==> config.mk <==
export PLATFORM = sky130hd
export DESIGN_NAME = bounded_integer_set_flat
export DESIGN_NICKNAME = d
export VERILOG_FILES = /design/src/rtl/bis_pkg.sv /design/src/rtl/bis_req_if.sv /design/src/rtl/bis_rsp_if.sv /design/src/rtl/bounded_integer_set.sv /design/src/flat_wrapper.sv
export SDC_FILE = /design/constraint.sdc
export NUM_CORES = 1
export LEC_CHECK = 0
export BUFFER_PORTS_ARGS = -buffer_cell sky130_fd_sc_hd__buf_2
export CAP_MARGIN = 20
export CORE_AREA = 2 2 224 226
export CTS_CLUSTER_DIAMETER = 100
export CTS_CLUSTER_SIZE = 12
export DETAILED_ROUTE_END_ITERATION = 8
export DIE_AREA = 0 0 226 228
export GPL_TIMING_DRIVEN = 0
export PLACE_DENSITY = 0.52
export SLEW_MARGIN = 20
export SYNTH_ARGS = -nofsm -noshare
export SYNTH_HDL_FRONTEND = slang
export SYNTH_SLANG_ARGS = --single-unit
==> constraint.sdc <==
create_clock -name clock -period 4.7 [get_ports clock]
set_input_delay 0.47 -clock clock [delete_from_list [all_inputs] [get_ports clock]]
set_output_delay 0.47 -clock clock [all_outputs]
set_load 0.05 [all_outputs]
==> src/rtl/bis_pkg.sv <==
// ----------------------------------------------------------------------------
// bis_pkg
// Opcodes, status codes and register indexes of the bounded integer set.
// ----------------------------------------------------------------------------
package bis_pkg;

   localparam int OPCODE_W = 3;
   localparam int STATUS_W = 3;
   localparam int VALUE_W  = 32;
   localparam int COUNT_W  = 4;
   localparam int CAP_W    = 4;

   localparam logic [OPCODE_W-1:0] OP_INSERT = 3'd0;
   localparam logic [OPCODE_W-1:0] OP_REMOVE = 3'd1;
   localparam logic [OPCODE_W-1:0] OP_QUERY  = 3'd2;
   localparam logic [OPCODE_W-1:0] OP_REWIND = 3'd3;
   localparam logic [OPCODE_W-1:0] OP_NEXT   = 3'd4;

   localparam logic [STATUS_W-1:0] ST_DONE      = 3'd0;
   localparam logic [STATUS_W-1:0] ST_PRESENT   = 3'd1;
   localparam logic [STATUS_W-1:0] ST_FULL      = 3'd2;
   localparam logic [STATUS_W-1:0] ST_ABSENT    = 3'd3;
   localparam logic [STATUS_W-1:0] ST_EXHAUSTED = 3'd4;

   // register indexes on the configuration port (byte address = 4 * index)
   localparam logic [1:0] CSR_IDX_CAPACITY = 2'd0;

   localparam logic [CAP_W-1:0] CAPACITY_RESET = 4'd8;

endpackage

==> src/rtl/bis_req_if.sv <==
// ----------------------------------------------------------------------------
// bis_req_if
// Request channel: opcode and value with a valid/ready handshake.
// ----------------------------------------------------------------------------
interface bis_req_if;
   import bis_pkg::*;

   logic                       valid;
   logic                       ready;
   logic [OPCODE_W-1:0]        opcode;
   logic signed [VALUE_W-1:0]  value;

   modport source (output valid, output opcode, output value, input ready);
   modport sink   (input valid, input opcode, input value, output ready);

endinterface

==> src/rtl/bis_rsp_if.sv <==
// ----------------------------------------------------------------------------
// bis_rsp_if
// Response channel: status, membership, element, count and cursor flag.
// ----------------------------------------------------------------------------
interface bis_rsp_if;
   import bis_pkg::*;

   logic                       valid;
   logic                       ready;
   logic [STATUS_W-1:0]        status;
   logic                       found;
   logic signed [VALUE_W-1:0]  element;
   logic [COUNT_W-1:0]         count;
   logic                       more;

   modport source (output valid, output status, output found, output element,
                   output count, output more, input ready);
   modport sink   (input valid, input status, input found, input element,
                   input count, input more, output ready);

endinterface

==> src/rtl/bounded_integer_set.sv <==
// ----------------------------------------------------------------------------
// bounded_integer_set
// Set of distinct signed 32-bit values kept compacted in insertion order in a
// synchronous RAM with one read and one write port, with membership search,
// shift-down removal and a walk cursor.
// ----------------------------------------------------------------------------
// One request is in work at a time: a new one is taken only in the idle
// state, after the response to the last one has been registered. Query and
// insert read and compare the entries in turn until a match or the end of
// the set; remove, when found, then shifts each later entry down one place.
// The read-compare loop over the entry RAM (one read port, registered read)
// sets the rate.
// Synchronous reset clears the count, the cursor and the control state and
// sets capacity to 8; the entry RAM is not cleared and needs no sweep.
// ----------------------------------------------------------------------------
module bounded_integer_set #(
   parameter int MAX_ELEMENTS = 8
) (
   input  logic                     clock,
   input  logic                     reset,
   bis_req_if.sink                  req_ch,
   bis_rsp_if.source                rsp_ch,
   input  logic                     csr_psel,
   input  logic                     csr_penable,
   input  logic                     csr_pwrite,
   input  logic [1:0]               csr_paddr,
   input  logic [31:0]              csr_pwdata,
   output logic [31:0]              csr_prdata,
   output logic                     csr_pready
);
   import bis_pkg::*;

   localparam int CW = $clog2(MAX_ELEMENTS + 1);
   localparam int AW = (MAX_ELEMENTS > 1) ? $clog2(MAX_ELEMENTS) : 1;
   localparam int LW = (CW > CAP_W) ? CW : CAP_W;
   localparam logic [CW-1:0] MAX_CNT = CW'(MAX_ELEMENTS);

   typedef enum logic [7:0] {
      S_IDLE   = 8'b0000_0001,
      S_RD     = 8'b0000_0010,
      S_CMP    = 8'b0000_0100,
      S_DECIDE = 8'b0000_1000,
      S_SH_RD  = 8'b0001_0000,
      S_SH_WR  = 8'b0010_0000,
      S_NEXT   = 8'b0100_0000,
      S_RESP   = 8'b1000_0000
   } state_type;

   // entry RAM
   logic [VALUE_W-1:0] mem [0:MAX_ELEMENTS-1];
   logic [VALUE_W-1:0] mem_rdata_ff;
   logic               mem_we;
   logic [AW-1:0]      mem_waddr;
   logic [AW-1:0]      mem_raddr;
   logic [VALUE_W-1:0] mem_wdata;

   state_type          state_ff, state_in;
   logic [CW-1:0]      fill_ff, fill_in;
   logic [CW-1:0]      cursor_ff, cursor_in;
   logic [CW-1:0]      idx_ff, idx_in;
   logic [CW-1:0]      idx_inc;
   logic [CAP_W-1:0]   capacity_ff, capacity_in;
   logic [OPCODE_W-1:0] op_ff, op_in;
   logic [VALUE_W-1:0] value_ff, value_in;
   logic [STATUS_W-1:0] status_ff, status_in;
   logic               found_ff, found_in;
   logic [VALUE_W-1:0] element_ff, element_in;

   logic               rsp_valid_ff, rsp_valid_in;
   logic [STATUS_W-1:0] rsp_status_ff, rsp_status_in;
   logic               rsp_found_ff, rsp_found_in;
   logic [VALUE_W-1:0] rsp_element_ff, rsp_element_in;
   logic [COUNT_W-1:0] rsp_count_ff, rsp_count_in;
   logic               rsp_more_ff, rsp_more_in;

   logic               csr_write;
   logic               csr_hit;

   always_ff @(posedge clock) begin
      if (mem_we) begin
         mem[mem_waddr] <= mem_wdata;
      end
      mem_rdata_ff <= mem[mem_raddr];
   end

   // configuration port
   assign csr_pready = 1'b1;
   assign csr_hit    = (csr_paddr >> 2) == CSR_IDX_CAPACITY;
   assign csr_write  = csr_psel && csr_penable && csr_pwrite && csr_pready;
   assign csr_prdata = csr_hit ? 32'(capacity_ff) : 32'd0;

   always_comb begin
      capacity_in = capacity_ff;
      if (csr_write && csr_hit) begin
         capacity_in = csr_pwdata[CAP_W-1:0];
      end
   end

   assign idx_inc = idx_ff + 1'b1;

   assign req_ch.ready   = (state_ff == S_IDLE);
   assign rsp_ch.valid   = rsp_valid_ff;
   assign rsp_ch.status  = rsp_status_ff;
   assign rsp_ch.found   = rsp_found_ff;
   assign rsp_ch.element = rsp_element_ff;
   assign rsp_ch.count   = rsp_count_ff;
   assign rsp_ch.more    = rsp_more_ff;

   always_comb begin
      state_in       = state_ff;
      fill_in        = fill_ff;
      cursor_in      = cursor_ff;
      idx_in         = idx_ff;
      op_in          = op_ff;
      value_in       = value_ff;
      status_in      = status_ff;
      found_in       = found_ff;
      element_in     = element_ff;
      rsp_valid_in   = rsp_valid_ff && !rsp_ch.ready;
      rsp_status_in  = rsp_status_ff;
      rsp_found_in   = rsp_found_ff;
      rsp_element_in = rsp_element_ff;
      rsp_count_in   = rsp_count_ff;
      rsp_more_in    = rsp_more_ff;
      mem_we         = 1'b0;
      mem_waddr      = idx_ff[AW-1:0];
      mem_wdata      = value_ff;
      mem_raddr      = idx_ff[AW-1:0];

      case (state_ff)
         S_IDLE: begin
            if (req_ch.valid) begin
               op_in      = req_ch.opcode;
               value_in   = req_ch.value;
               idx_in     = '0;
               status_in  = ST_DONE;
               found_in   = 1'b0;
               element_in = '0;
               case (req_ch.opcode)
                  OP_INSERT, OP_REMOVE, OP_QUERY: begin
                     state_in = S_RD;
                  end
                  OP_REWIND: begin
                     cursor_in = '0;
                     state_in  = S_RESP;
                  end
                  OP_NEXT: begin
                     if (cursor_ff < fill_ff) begin
                        mem_raddr = cursor_ff[AW-1:0];
                        state_in  = S_NEXT;
                     end else begin
                        status_in = ST_EXHAUSTED;
                        state_in  = S_RESP;
                     end
                  end
                  default: begin
                     state_in = S_RESP;
                  end
               endcase
            end
         end
         S_RD: begin
            if (idx_ff < fill_ff) begin
               state_in = S_CMP;
            end else begin
               state_in = S_DECIDE;
            end
         end
         S_CMP: begin
            // hold idx at the matching slot for removal
            if (mem_rdata_ff == value_ff) begin
               found_in = 1'b1;
               state_in = S_DECIDE;
            end else begin
               idx_in   = idx_inc;
               state_in = S_RD;
            end
         end
         S_DECIDE: begin
            state_in = S_RESP;
            case (op_ff)
               OP_INSERT: begin
                  if (found_ff) begin
                     status_in = ST_PRESENT;
                  end else if (fill_ff < MAX_CNT && LW'(fill_ff) < LW'(capacity_ff)) begin
                     mem_we    = 1'b1;
                     mem_waddr = fill_ff[AW-1:0];
                     fill_in   = fill_ff + 1'b1;
                  end else begin
                     status_in = ST_FULL;
                  end
               end
               OP_REMOVE: begin
                  if (found_ff) begin
                     state_in = S_SH_RD;
                  end else begin
                     status_in = ST_ABSENT;
                  end
               end
               OP_QUERY: begin
                  if (!found_ff) begin
                     status_in = ST_ABSENT;
                  end
               end
               default: begin
                  status_in = ST_DONE;
               end
            endcase
         end
         S_SH_RD: begin
            if (idx_inc < fill_ff) begin
               mem_raddr = idx_inc[AW-1:0];
               state_in  = S_SH_WR;
            end else begin
               fill_in  = fill_ff - 1'b1;
               state_in = S_RESP;
            end
         end
         S_SH_WR: begin
            // move the later entry down one place
            mem_we    = 1'b1;
            mem_waddr = idx_ff[AW-1:0];
            mem_wdata = mem_rdata_ff;
            idx_in    = idx_inc;
            state_in  = S_SH_RD;
         end
         S_NEXT: begin
            element_in = mem_rdata_ff;
            cursor_in  = cursor_ff + 1'b1;
            state_in   = S_RESP;
         end
         S_RESP: begin
            if (!rsp_valid_ff || rsp_ch.ready) begin
               rsp_valid_in   = 1'b1;
               rsp_status_in  = status_ff;
               rsp_found_in   = found_ff;
               rsp_element_in = element_ff;
               rsp_count_in   = COUNT_W'(fill_ff);
               rsp_more_in    = cursor_ff < fill_ff;
               state_in       = S_IDLE;
            end
         end
         default: begin
            state_in = S_IDLE;
         end
      endcase
   end

   always_ff @(posedge clock) begin
      if (reset) begin
         state_ff     <= S_IDLE;
         fill_ff      <= '0;
         cursor_ff    <= '0;
         capacity_ff  <= CAPACITY_RESET;
         rsp_valid_ff <= 1'b0;
      end else begin
         state_ff     <= state_in;
         fill_ff      <= fill_in;
         cursor_ff    <= cursor_in;
         capacity_ff  <= capacity_in;
         rsp_valid_ff <= rsp_valid_in;
      end
   end

   always_ff @(posedge clock) begin
      idx_ff         <= idx_in;
      op_ff          <= op_in;
      value_ff       <= value_in;
      status_ff      <= status_in;
      found_ff       <= found_in;
      element_ff     <= element_in;
      rsp_status_ff  <= rsp_status_in;
      rsp_found_ff   <= rsp_found_in;
      rsp_element_ff <= rsp_element_in;
      rsp_count_ff   <= rsp_count_in;
      rsp_more_ff    <= rsp_more_in;
   end

   a_fill_bound: assert property (@(posedge clock) disable iff (reset)
      fill_ff <= MAX_CNT)
      else $error("fill count exceeds store depth");

   a_cursor_bound: assert property (@(posedge clock) disable iff (reset)
      cursor_ff <= MAX_CNT)
      else $error("cursor exceeds store depth");

   a_busy_after_transfer: assert property (@(posedge clock) disable iff (reset)
      (req_ch.valid && req_ch.ready) |=> (state_ff != S_IDLE))
      else $error("request transfer did not start work");

   a_write_states: assert property (@(posedge clock) disable iff (reset)
      mem_we |-> (state_ff == S_DECIDE || state_ff == S_SH_WR))
      else $error("entry RAM written outside insert or shift");

   a_shift_keeps_count: assert property (@(posedge clock) disable iff (reset)
      (state_ff == S_SH_WR) |=> $stable(fill_ff))
      else $error("count changed during shift");

endmodule
==> src/flat_wrapper.sv <==
// flat-port wrapper written by rule: the top's interface ports become plain ports
module bounded_integer_set_flat import bis_pkg::*;
#(
   parameter int MAX_ELEMENTS = 8
)
  (clock, reset, csr_psel, csr_penable, csr_pwrite, csr_paddr, csr_pwdata, csr_prdata, csr_pready, req_ch_valid, req_ch_opcode, req_ch_value, req_ch_ready, rsp_ch_valid, rsp_ch_status, rsp_ch_found, rsp_ch_element, rsp_ch_count, rsp_ch_more, rsp_ch_ready);
  bis_req_if req_ch_i ();
  bis_rsp_if rsp_ch_i ();
  input  logic clock;
  input  logic reset;
  input  logic csr_psel;
  input  logic csr_penable;
  input  logic csr_pwrite;
  input  logic [1:0] csr_paddr;
  input  logic [31:0] csr_pwdata;
  output logic [31:0] csr_prdata;
  output logic csr_pready;
  input wire logic [$bits(req_ch_i.valid)-1:0] req_ch_valid;
  input wire logic [$bits(req_ch_i.opcode)-1:0] req_ch_opcode;
  input wire logic [$bits(req_ch_i.value)-1:0] req_ch_value;
  output wire logic [$bits(req_ch_i.ready)-1:0] req_ch_ready;
  output wire logic [$bits(rsp_ch_i.valid)-1:0] rsp_ch_valid;
  output wire logic [$bits(rsp_ch_i.status)-1:0] rsp_ch_status;
  output wire logic [$bits(rsp_ch_i.found)-1:0] rsp_ch_found;
  output wire logic [$bits(rsp_ch_i.element)-1:0] rsp_ch_element;
  output wire logic [$bits(rsp_ch_i.count)-1:0] rsp_ch_count;
  output wire logic [$bits(rsp_ch_i.more)-1:0] rsp_ch_more;
  input wire logic [$bits(rsp_ch_i.ready)-1:0] rsp_ch_ready;
  assign req_ch_i.valid = req_ch_valid;
  assign req_ch_i.opcode = req_ch_opcode;
  assign req_ch_i.value = req_ch_value;
  assign req_ch_ready = req_ch_i.ready;
  assign rsp_ch_valid = rsp_ch_i.valid;
  assign rsp_ch_status = rsp_ch_i.status;
  assign rsp_ch_found = rsp_ch_i.found;
  assign rsp_ch_element = rsp_ch_i.element;
  assign rsp_ch_count = rsp_ch_i.count;
  assign rsp_ch_more = rsp_ch_i.more;
  assign rsp_ch_i.ready = rsp_ch_ready;
  bounded_integer_set #(.MAX_ELEMENTS(MAX_ELEMENTS)) u_core (.clock(clock), .reset(reset), .req_ch(req_ch_i), .rsp_ch(rsp_ch_i), .csr_psel(csr_psel), .csr_penable(csr_penable), .csr_pwrite(csr_pwrite), .csr_paddr(csr_paddr), .csr_pwdata(csr_pwdata), .csr_prdata(csr_prdata), .csr_pready(csr_pready));
endmodule
==> results of run 1 <==
==> repair_timing <==
action,in CTS,in global routing
hold endpoints to repair,0,0
resized for setup,0,1
setup endpoints to repair,0,15
==> sequential cells by signal, indices dropped and copies added (netlist names) <==
register	count
u_core.mem	256
u_core.element_ff	32
u_core.mem_rdata_ff	32
u_core.rsp_ch.element	32
u_core.value_ff	32
u_core.state_ff	8
u_core.capacity_ff	4
u_core.cursor_ff	4
u_core.fill_ff	4
u_core.idx_ff	4
u_core.rsp_ch.count	4
u_core.op_ff	3
u_core.rsp_ch.status	3
u_core.status_ff	3
u_core.found_ff	1
u_core.rsp_ch.found	1
u_core.rsp_ch.more	1
u_core.rsp_ch.valid	1
==> worst max-delay path, stage by stage, from the launching register on <==
cell and delay, ns:
dfxtp_1 0.53, ha_1 0.30, a21o_1 0.16, a21o_1 0.20
a2111oi_4 0.52, nor4bb_1 0.46, buf_2 0.25, mux2i_1 0.49
nand2_1 0.25, nor2_4 0.40, buf_16 0.21, buf_16 0.17
==> Yosys cell counts (6+ instances only) <==
| master | instances | area, µm² |
|---|---|---|
| a21o_1 | 6 | 45.04 |
| a21oi_1 | 13 | 65.06 |
| a221oi_2 | 30 | 450.4 |
| and2_1 | 33 | 206.5 |
| buf_2 | 20 | 100.1 |
| buf_4 | 31 | 232.7 |
| clkbuf_1 | 13 | 48.80 |
| dfxtp_1 | 53 | 1061 |
| edfxtp_1 | 372 | 11170 |
| ha_1 | 16 | 200.2 |
| inv_1 | 13 | 48.80 |
| mux2_1 | 11 | 123.9 |
| mux2_2 | 64 | 720.7 |
| mux2i_1 | 76 | 760.7 |
| nand2_1 | 81 | 304.0 |
| nand2b_1 | 11 | 68.82 |
| nand3_1 | 10 | 50.05 |
| nor2_1 | 32 | 120.1 |
| nor3_1 | 7 | 35.03 |
| nor3b_1 | 7 | 52.55 |
| nor4_1 | 9 | 56.30 |
| o22ai_1 | 32 | 200.2 |
| xor2_1 | 37 | 324.1 |
==> where the power goes <==
group | internal, mW | switching, mW | leakage, nW
combinational | 0.495 | 0.933 | 2.81
sequential | 4.45 | 0.199 | 3.84
clock | 1.67 | 1.36 | 0.562
total | 6.62 | 2.49 | 7.22
==> kinds of logic (layout without fill, tap and decap cells) <==
kind of cell | count (synthesis) | after routing | synth area share
AO/OA/AOI/OAI | 110 | 110 | 0.05891
XOR/XNOR | 40 | 40 | 0.02059
adder cells (fa/ha/maj) | 17 | 17 | 0.01294
buffers and inverters | 82 | 263 | 0.02824
flip-flops | 425 | 425 | 0.7189
multiplexers | 151 | 151 | 0.09435
other | 2 | 29 | 0.0004414
AND/OR/NAND/NOR | 218 | 218 | 0.06560
==> area by class of cell <==
cell class	count	area (µm²)
plain buffers	69	431.7
fillers	4511	29240
inverters	13	48.80
clock inverters	2	25.02
flip-flops and latches	425	12230
multi-input cells	565	4506
repair buffers	109	867.1
well taps	672	840.8
clock buffers	70	1156
==> layer usage <==
layer,up-vias,wire length [µm],track usage
li1,4297,-,-
met1,4582,18920,0.2208
met2,188,18880,0.2524
met3,54,1656,0.02499
met4,0,1020,0.05215
met5,-,0,0
==> stage by stage <==
step                      total power, mW  hold WS, ns  setup TNS, ns  area [µm²]  instances
after floorplan                     5.609       0.4003              0       17120       1072
after global placement              6.128       0.4047        -568.80       18420       1836
after detailed placement            6.172       0.4045              0       18910       1853
after CTS                           9.225      0.04667              0       20090       1925
after global routing                9.495      0.05707              0       20110       1925
final                               9.109      0.08684              0       20110       1925
==> final timing paths <==
path	startpoint	endpoint	slack (ns)	cells after the start
max reg2reg	u_core.fill_ff[1]$_SDFFE_PP0P_	u_core.mem[3][12]$_DFFE_PP_	0.45	11
min	req_ch_value[28]	u_core.value_ff[28]$_DFFE_PP_	0.09	1
min reg2reg	u_core.element_ff[21]$_SDFFCE_PN0P_	u_core.rsp_ch.element[21]$_DFFE_PP_	0.41	0
max	u_core.fill_ff[1]$_SDFFE_PP0P_	u_core.mem[3][12]$_DFFE_PP_	0.45	11
==> results.md, run 1 <==
* P per Cell Area at 453.0 mW/mm²
* Synth Register Bits at 425
* Setup CP Type: reg2reg
* Post-CTS setup buffer count at 0
* HPWL Detailed at around 27000 µm
* Hold buffer count at cts at 0
* Worst Hold Class: in2reg
* Global-route wire length before repair at 59760 µm
* H-Tree Depth at 2
* Worst slew margin at 0.2788
* Unrepaired setup endpoints after global routing: false
* Initial antenna violation count at 1
* CTS max path bufs at 3
* WL final at 40470 µm
* Clk root buf: clkbuf_16
* Ys flop type: edfxtp_1
* Setup Viol. Count Final at 0
* Final Skew at 0.01512 ns
* Via count at 9121
* Min cycle time layout at 4.248 ns
* Post-synthesis async set-or-reset flop share at 0
* Worst Tran Pin Value at about 1.1 ns
* LEAKAGE at just over 7 nW
* Area of the mapped netlist at approximately 0.017 mm²
* Most frequent cells in the layout: edfxtp_1 (372), buf_2 (112), nand2_1 (80)
* Die Y-Extent at approximately 230 µm
* Total Routing Usage GR at 0.1584
* Num CTS Buffers at 41
* CTS clk-pin slew, worst paths at around 0.060 ns
* Via-to-Cell Ratio at 4.738
* Layout Utilization at 0.4074
* Setup WS post-layout at between 0.4 and 0.5 ns
* Crit. End Element: register
* PortBufs at just over 90
* Largest net degree at the start of global routing at 23
* Crit path required time at 4.97 ns
* Synth Instances at 1045
* Period utilisation layout at 0.9039
* Area growth syn-to-layout at 18.18%
* Die area at ~0.052 mm²
* CP Data Arrival Time at about 4.5 ns
* N_diodes at 0
* First-pass iteration count of the detailed router at 5
* Status: finished, final reports clean
* Initial Utilization at 0.3448
* Gp weighted congestion at 0.7596
* Layout cell share with drive strength beyond 1 at 0.2626
* CTS Sinks at 425
* GR Overflow Total at 0
* Post-synthesis cell type count at 56
* Synth Warn # at 0
* Fin. Hold Viols at 0
* Clk Latency, worst-skew pair at 0.56 ns
* Max Fclk at approximately 0.24 GHz
* CTS tree: yes
* Worst slack at placement at 0.1643 ns
* Critical Path Source Type: register
* Remaining DRCs at 0
* Number of global-route vias before repair at a little over 9k
* Chip width at around 230 µm
* Most common cell after layout, fill and taps aside: edfxtp_1
* Core box area at 0.04935 mm²
* Final Net Count at 1317
* Max VDD drop at 0.2687 mV
* Final antenna-violating net count at 0
* Detailed router's first-iteration violation count at ~600
* Row cnt at ~80
* Seq/Total Area, Yosys at 0.7189
* I/O Pins at 152
* Synth Area per Inst at 16.28 µm²
* Slew Viols, Final at 0
* Number of synthesized flops with an enable pin at 372
* Routed len/inst at 21.03 µm
* Max-cap violations at 0
* Critical path fanouts, max at 15
Power figures use the tool's default switching activity.
==> run 2: changes to the inputs <==
--- a/config.mk
+++ b/config.mk
@@ -14,6 +14,7 @@
 export DIE_AREA = 0 0 226 228
 export GPL_TIMING_DRIVEN = 0
 export PLACE_DENSITY = 0.52
+export RECOVER_POWER = 100
 export SLEW_MARGIN = 20
 export SYNTH_ARGS = -nofsm -noshare
 export SYNTH_HDL_FRONTEND = slang
==> results.md, run 2 (same netlist as run 1, synthesis figures left out) <==
* Routed len/inst at 21.09 µm
* Switching power total at 2.471 mW
* Die area at a little over 0.05 mm²
* Reg power frac at 0.515
* CTS max path bufs at 3
* First-pass iteration count of the detailed router at 5
* Min cycle time layout at 4.364 ns
* Status: finished with violations
* Sw Ratio at 0.2732
* CTS Sinks at 425
* Via count at 9120
* Internal at 6.574 mW
* GR Overflow Total at 0
* Worst slack at placement at between 0.15 and 0.2 ns
* Min-Delay Startpoint: req_ch_value[28]
* Gp weighted congestion at 0.7596
* Crit path required time at ~4.9 ns
* Final antenna-violating net count at 0
* Setup TNS Final at 0 ns
* Dpl cells at between 1.5k and 2k
* Most frequent cells in the layout: edfxtp_1 (372), clkbuf_1 (97), nand2_1 (82)
* Row cnt at 82
* Hold Crit Endpoint: u_core.value_ff[28]$_DFFE_PP_
* Period utilisation layout at 0.9286
* I/O Pins at 152
* Largest net degree at the start of global routing at 23
* Final Skew at 0.01413 ns
* Comb pwr share at 0.150
* Setup CP Type: reg2reg
* CP Data Arrival Time at around 4.6 ns
* Register cell area after layout at between 0.01 and 0.015 mm²
* Initial Utilization at 0.3448
* Initial antenna violation count at 1
* WHS at 0.08756 ns
* Area growth syn-to-layout at 16.07%
* Post-CTS setup buffer count at 0
* Worst Hold Class: in2reg
* Fillcell total at 4577
* Critical path fanouts, max at 14
* Via-to-Cell Ratio at 4.738
* H-Tree Depth at 2
* Max Fclk at 0.2291 GHz
* PortBufs at 92
* Violated checks: max-capacitance violations, max-slew violations
* Worst slew margin at -0.05014
* Layout Utilization at 0.4002
* Unrepaired setup endpoints after global routing: false
* WL final at between 40000 and 50000 µm
* P per Cell Area at about 460 mW/mm²
* R2r endpoint: u_core.mem[6][15]$_DFFE_PP_
* Flop-to-flop setup slack at 0.34 ns
* Fin. Hold Viols at 0
* CTS resizes at 0
* Top reg by flops: u_core.mem
* Max reg flops at approximately 260
* Hold Path Depth at 1
* R2R Path Start: u_core.fill_ff[1]$_SDFFE_PP0P_
* Clock Power Share at 0.335
* Max-cap violations at 1
* Global-route wire length before repair at 59760 µm
* Critical Path Source Type: register
* Clk Latency, worst-skew pair at 0.56 ns
* Total Routing Usage GR at 0.1584
* Multi-input gate area at 0.004368 mm²
* Num CTS Buffers at 41
* LEAKAGE at 6.946 nW
* N_diodes at 0
* Setup WS post-layout at 0.3356 ns
* CTS tree: yes
* Clk root buf: clkbuf_16
* Layout cell share with drive strength beyond 1 at 0.1931
* HPWL Detailed at roughly 27000 µm
* Die Y-Extent at 228 µm
* Core box area at 0.04935 mm²
* Most common cell after layout, fill and taps aside: edfxtp_1
* Final Net Count at 1317
* Remaining DRCs at 0
* Crit. End Element: register
* Number of global-route vias before repair at 9229
* Setup Viol. Count Final at 0
* Worst Tran Pin Value at 1.575 ns
* CTS clk-pin slew, worst paths at roughly 0.060 ns
* Slew Viols, Final at 23
* Chip width at roughly 230 µm
* R2R depth at 10
* Max VDD drop at 0.2684 mV
* Detailed router's first-iteration violation count at 552
* Final Non-Filler Cells at 1925
* Hold buffer count at cts at 0
## run 2: cell count changes in the layout (fill, tap and decap cells not counted), sizes merged
cell / previous run / this run
buf: 164 / 98
clkbuf: 84 / 150
## run 2: worst max path at each step
stage | end | start | cells after the start | slack (ns)
CTS | u_core.mem[3][8]$_DFFE_PP_ | u_core.fill_ff[1]$_SDFFE_PP0P_ | 11 | 0.16
global route | u_core.mem[7][8]$_DFFE_PP_ | u_core.fill_ff[1]$_SDFFE_PP0P_ | 10 | 0.10
finish | u_core.mem[6][15]$_DFFE_PP_ | u_core.fill_ff[1]$_SDFFE_PP0P_ | 10 | 0.34
detailed placement | u_core.mem[3][14]$_DFFE_PP_ | u_core.fill_ff[1]$_SDFFE_PP0P_ | 11 | 0.16
floorplan | u_core.mem[0][0]$_DFFE_PP_ | u_core.capacity_ff[1]$_SDFFE_PP0P_ | 9 | 0.19
global placement | u_core.mem[1][18]$_DFFE_PP_ | u_core.fill_ff[1]$_SDFFE_PP0P_ | 8 | -2.34
## run 2: power by group through the flow
| stage | Combinational, mW | Clock, mW | Sequential [mW] |
|---|---|---|---|
| floorplan | 0.909 | 0 | 4.70 |
| finish | 1.36 | 3.03 | 4.65 |
| global route | 1.47 | 3.27 | 4.68 |
| global placement | 1.39 | 0 | 4.74 |
| CTS | 1.45 | 3.12 | 4.65 |
| detailed placement | 1.44 | 0 | 4.73 |
## run 2: cell type report
type,instances,area share
multi-input cells,565,0.2212
repair buffers,109,0.03269
clock inverters,2,0.001267
inverters,13,0.002471
well taps,672,0.04258
flip-flops and latches,425,0.6194
clock buffers,70,0.05854
plain buffers,69,0.02186
## run 2: critical path, cell delays in order (launching register included)
cell	delay [ns]
dfxtp_1	0.52
ha_1	0.30
a21o_1	0.16
a21o_1	0.20
a2111oi_4	0.53
nor4bb_1	0.48
buf_2	0.25
mux2_1	0.24
nand2_1	0.13
nor2_2	0.62
clkbuf_2	0.55
## run 2: metal layers
layer  global-route usage  vias up  wire (µm)
li1                     -     4297          -
met1               0.2208     4544      18790
met2               0.2524      223      18910
met3              0.02499       56       1822
met4              0.05215        0       1075
met5                    0        -          0
## run 2: per-stage QoR
stage                     power [mW]  instance area [µm²]
after global routing           9.428                19750
after global placement         6.128                18420
final                          9.045                19750
after floorplan                5.609                17120
after detailed placement       6.172                18910
after CTS                      9.225                20090
